--- config.mk ---
export PLATFORM = sky130hd
export DESIGN_NAME = spfs_csr
export DESIGN_NICKNAME = d
export VERILOG_FILES = /design/src/rtl/spfs_pkg.sv /design/src/rtl/spfs_csr.sv
export SDC_FILE = /design/constraint.sdc
export NUM_CORES = 1
export LEC_CHECK = 0
export BUFFER_PORTS_ARGS = -buffer_cell sky130_fd_sc_hd__buf_2
export CAP_MARGIN = 30
export CORE_MARGIN = 4
export CORE_UTILIZATION = 33
export DETAILED_ROUTE_END_ITERATION = 8
export GPL_TIMING_DRIVEN = 0
export PLACE_DENSITY = 0.89
export SLEW_MARGIN = 40
export SYNTH_ARGS = -nofsm -noshare
export SYNTH_HDL_FRONTEND = slang
export SYNTH_SLANG_ARGS = --single-unit
--- constraint.sdc ---
create_clock -name clock -period 1 [get_ports clock]
set_input_delay 0.05 -clock clock [delete_from_list [all_inputs] [get_ports clock]]
set_output_delay 0.05 -clock clock [all_outputs]
set_load 0.02 [all_outputs]
--- src/rtl/spfs_pkg.sv ---
// Shared types and constants for the five-vertex simple path search block.
// Holds field widths, command codes, sequencer states and the result struct.
// No dependencies.
package spfs_pkg;

   localparam int NODE_W = 10;
   localparam int CMD_W = 2;
   localparam int VCOUNT_W = 11;
   localparam logic [VCOUNT_W-1:0] VCOUNT_RESET = 11'd1024;

   localparam int DEF_MAX_VERTICES = 1024;
   localparam int DEF_MAX_EDGES = 2048;
   localparam int DEF_PATH_LEN = 5;

   localparam int CSR_ADDR_W = 3;
   localparam logic [CSR_ADDR_W-1:0] CSR_VERTEX_COUNT = 3'd0;

   typedef enum logic [CMD_W-1:0] {
      CMD_ADD_EDGE = 2'd0,
      CMD_QUERY    = 2'd1,
      CMD_CLEAR    = 2'd2,
      CMD_NONE     = 2'd3
   } cmd_type;

   typedef enum logic [3:0] {
      ST_CLEAR,
      ST_IDLE,
      ST_ADD_RA,
      ST_ADD_WA,
      ST_ADD_RB,
      ST_ADD_WB,
      ST_Q_START,
      ST_Q_HEAD,
      ST_Q_STEP,
      ST_Q_SLOT,
      ST_Q_CHECK,
      ST_Q_UNDO,
      ST_DONE
   } state_type;

   typedef struct packed {
      logic valid;
      logic found;
      logic dropped;
   } result_type;

endpackage

--- src/rtl/spfs_csr.sv ---
// Configuration register file for the path search block (vertex_count).
// Depends on spfs_pkg.
module spfs_csr import spfs_pkg::*; (
   input  logic                  clock,
   input  logic                  reset,
   input  logic                  csr_psel,
   input  logic                  csr_penable,
   input  logic                  csr_pwrite,
   input  logic [CSR_ADDR_W-1:0] csr_paddr,
   input  logic [31:0]           csr_pwdata,
   output logic [31:0]           csr_prdata,
   output logic                  csr_pready,
   output logic [VCOUNT_W-1:0]   vertex_count
);

   logic [VCOUNT_W-1:0] vcount_ff;
   logic [VCOUNT_W-1:0] vcount_in;
   logic                wr_hit;

   assign wr_hit = csr_psel && csr_penable && csr_pwrite && (csr_paddr == CSR_VERTEX_COUNT);

   always_comb begin
      vcount_in = vcount_ff;
      if (wr_hit) begin
         vcount_in = csr_pwdata[VCOUNT_W-1:0];
      end
   end

   always_ff @(posedge clock) begin
      if (reset) begin
         vcount_ff <= VCOUNT_RESET;
      end else begin
         vcount_ff <= vcount_in;
      end
   end

   always_comb begin
      csr_prdata = '0;
      if (csr_paddr == CSR_VERTEX_COUNT) begin
         csr_prdata = {{(32-VCOUNT_W){1'b0}}, vcount_ff};
      end
   end

   assign csr_pready = 1'b1;
   assign vertex_count = vcount_ff;

endmodule

==> results.txt <==
----------------------------------------------------
[Placement]
  Global placement routability congestion ... around 0.77
  Setup WS pre-CTS ... -0.173 ns
  Number of port buffers ... 40
  Detail Placement HPWL ... roughly 1500 µm

[Timing]
  Final Max Slew Viols ... 0
  Top achievable clock speed ... ~1.1 GHz
  Worst clock skew ... 0 ns
  Tcrit/Tclk final ... 0.942
  Setup WS post-layout ... 0.0582 ns
  Post-layout min period ... 0.942 ns
  Unrepaired setup endpoints after global routing ... false
  # setup viols final ... 0
  Final hold violations ... 0

[Clocking]
  CTS tree ... done
  Clk slew on worst S/H paths ... 0.07 ns
  Latest clock arrival within the worst-skew pair ... 0.26 ns
  Root Buffer ... clkbuf_4
  Deepest clock path buffer count ... 2
  Level count of the clock H-tree ... 1
  Num CTS Buffers ... 3
  Post-CTS setup buffer count ... 0
  Clock tree sinks ... 11

[Drt]
  Vias post-DR ... a little under 700
  Post-route DRC ... 0
  Final wirelength ... 1860 µm
  Via/cell ratio ... 3.81
  WL per Instance ... about 10 µm
  Pre-antenna DRT Iters ... 2
  Antenna viol nets, final ... 0
  Number of design-rule violations left by the first detailed-router iteration ... 8

[Synthesis]
  Library cells used by synthesis ... 12
  Cell count after synthesis ... 85
  Number of flops mapped to enable cells by yosys ... 0
  Synth Area per Inst ... approximately 9 µm²
  Combined area of all synthesized cells ... ~760 µm²
  Seq/Total Area, Yosys ... 0.290
  Register bit total from synthesis ... 11
  Async set-or-reset flop fraction in the synthesized netlist ... 0
  Leading register cell type out of synthesis ... dfxtp_1
  Most common cell in the synthesized netlist ... buf_4
  Top cells by instance count after synthesis ... 22 x buf_4, 20 x nand2b_1, 11 x dfxtp_1, 11 x mux2i_1, 10 x and2_1
  Count of yosys warnings during synthesis ... 0
  Top-area cell type share of the netlist area ... 0.290
  Synth area leaders ... dfxtp_1 29%, buf_4 22%, nand2b_1 17%
  Dominant cell type by area after synthesis ... dfxtp_1

[Critical path]
  Worst setup slack for register-to-register paths ... roughly 0.38 ns
  Critical path fanouts, max ... 3
  Worst path arrival time ... 0.89 ns
  Critical Path RT ... about 0.95 ns
  Crit Path Class ... reg2out
  Number of cells on the worst reg-to-reg path ... 2
  Kind of end point of the critical path ... primary output
  Category of the worst setup path launch point ... flip-flop

[Global routing]
  GRT Residual Overflow ... 0
  Number of antenna violations at the first check in global routing ... 0
  Global-route wire length before repair ... 2790 µm
  Combined global-route utilization of all metal layers ... 0.112
  Largest net degree at the start of global routing ... 11
  Via count of the first global-routing pass ... 633

[Job]
  Max Cap Violations ... 0

[Pwr]
  Power density of the placed cells ... 889 nW/µm²
  Clock share of power ... 0.303
  Fraction of power spent switching nets ... 0.285
  Seq pwr share ... 0.446
  Internal power contribution ... 0.711 mW
  Combinational share of power ... 0.252
  Switching power total ... about 0.28 mW
  Static leakage power ... about 0.61 nW
  Worst-case vdd ir drop ... between 600 and 700 µV

[Finish]
  Fin nets ... around 190
  Signed area change from the synthesized netlist to the final layout ... 47.4%
  Antenna cell count ... 0
  Flip-flop count of the largest register after layout ... 11
  Layout cells sized above 1 ... 0.500
  Share of the core filled with cells in the final layout ... 0.510

[Die]
  Effective utilization at floorplan ... 0.346
  Area enclosed by the die boundary ... 3130 µm²
  Height of the die ... around 56 µm
  Horiz. Die Dim ... 55.9 µm
  Number of placement rows ... 17
  Number of top-level design ports ... 84
  Standard cell core area ... roughly 2200 µm²

[Worst hold path]
  Worst min path class ... in2reg
  Cell depth of the worst min-delay path ... 3

[Status]
  Outcome ... complete, no violations

----------------------------------------------------
[cells in the final DEF (no fill, tap or decap)]
master	synthesis	routed
buf_2	0	40
nand2b_1	20	20
conb_1	2	22
nor2_1	2	2
and4_4	1	1
buf_4	22	24
and2_2	1	1
dfxtp_2	0	4
clkbuf_4	0	3
mux2i_1	11	11
clkbuf_1	3	3
nor3_4	0	1
and2_1	10	10
dfxtp_1	11	7
buf_12	1	1
[critical path, stage by stage, from the launching register on]
cell     delay [ns]
dfxtp_1        0.34
and2_1         0.13
buf_2          0.16
[power groups by stage]
stage | combinational, mW | clock (mW) | sequential, mW
3_5_place_dp | 0.240 | 0 | 0.453
5_1_grt | 0.271 | 0.335 | 0.443
2_1_floorplan | 0.182 | 0 | 0.457
4_1_cts | 0.242 | 0.320 | 0.443
6_report | 0.250 | 0.301 | 0.443
3_3_place_gp | 0.236 | 0 | 0.453
[worst paths after layout]
kind / start / to
setup / recovery: vertex_count[8] / csr_prdata[8]
setup reg to reg: vertex_count[5] / vertex_count[5]
hold reg to reg: vertex_count[9] / vertex_count[9]
hold / removal: csr_pwdata[9] / vertex_count[9]
[cell type report]
class | instances | area [µm²]
clock buffers | 4 | 26.3
plain buffers | 26 | 200
well taps | 28 | 35.0
repair buffers | 41 | 208
fillers | 219 | 1070
multi-input cells | 68 | 423
flip-flops and latches | 11 | 225
[per-layer routing]
metal  GRT usage  vias to the layer above  wire length (µm)
li1            -                      351                 -
met1       0.109                      293               704
met2       0.213                       35               948
met3      0.0626                        0               212
met4      0.0102                        0                 0
met5           0                        -                 0
[per-stage QoR]
stage	instances	area [µm²]	hold WS, ns	setup TNS, ns	power, mW
3_3_place_gp	173	1070	0.310	-1.45	0.689
3_5_place_dp	173	1070	0.317	-2.24	0.694
4_1_cts	177	1100	0.0344	0	1.01
2_1_floorplan	105	833	0.205	0	0.639
6_report	178	1120	0.0326	0	0.994
5_1_grt	178	1120	0.0302	0	1.05
[logic make-up after synthesis]
logic type,count (synthesis),share of synthesized area
flip-flops,11,0.290
other,2,0.00990
multiplexers,11,0.145
buffers and inverters,26,0.259
AND/OR/NAND/NOR,35,0.295
[repair_timing]
action | 4_1_cts | 5_1_grt
setup endpoints to repair | 10 | 10
gates cloned | 0 | 1
pin swaps | 0 | 0
hold buffers | 0 | 0
resized for setup | 2 | 8
Note: power is estimated with default switching activity, not from simulation.
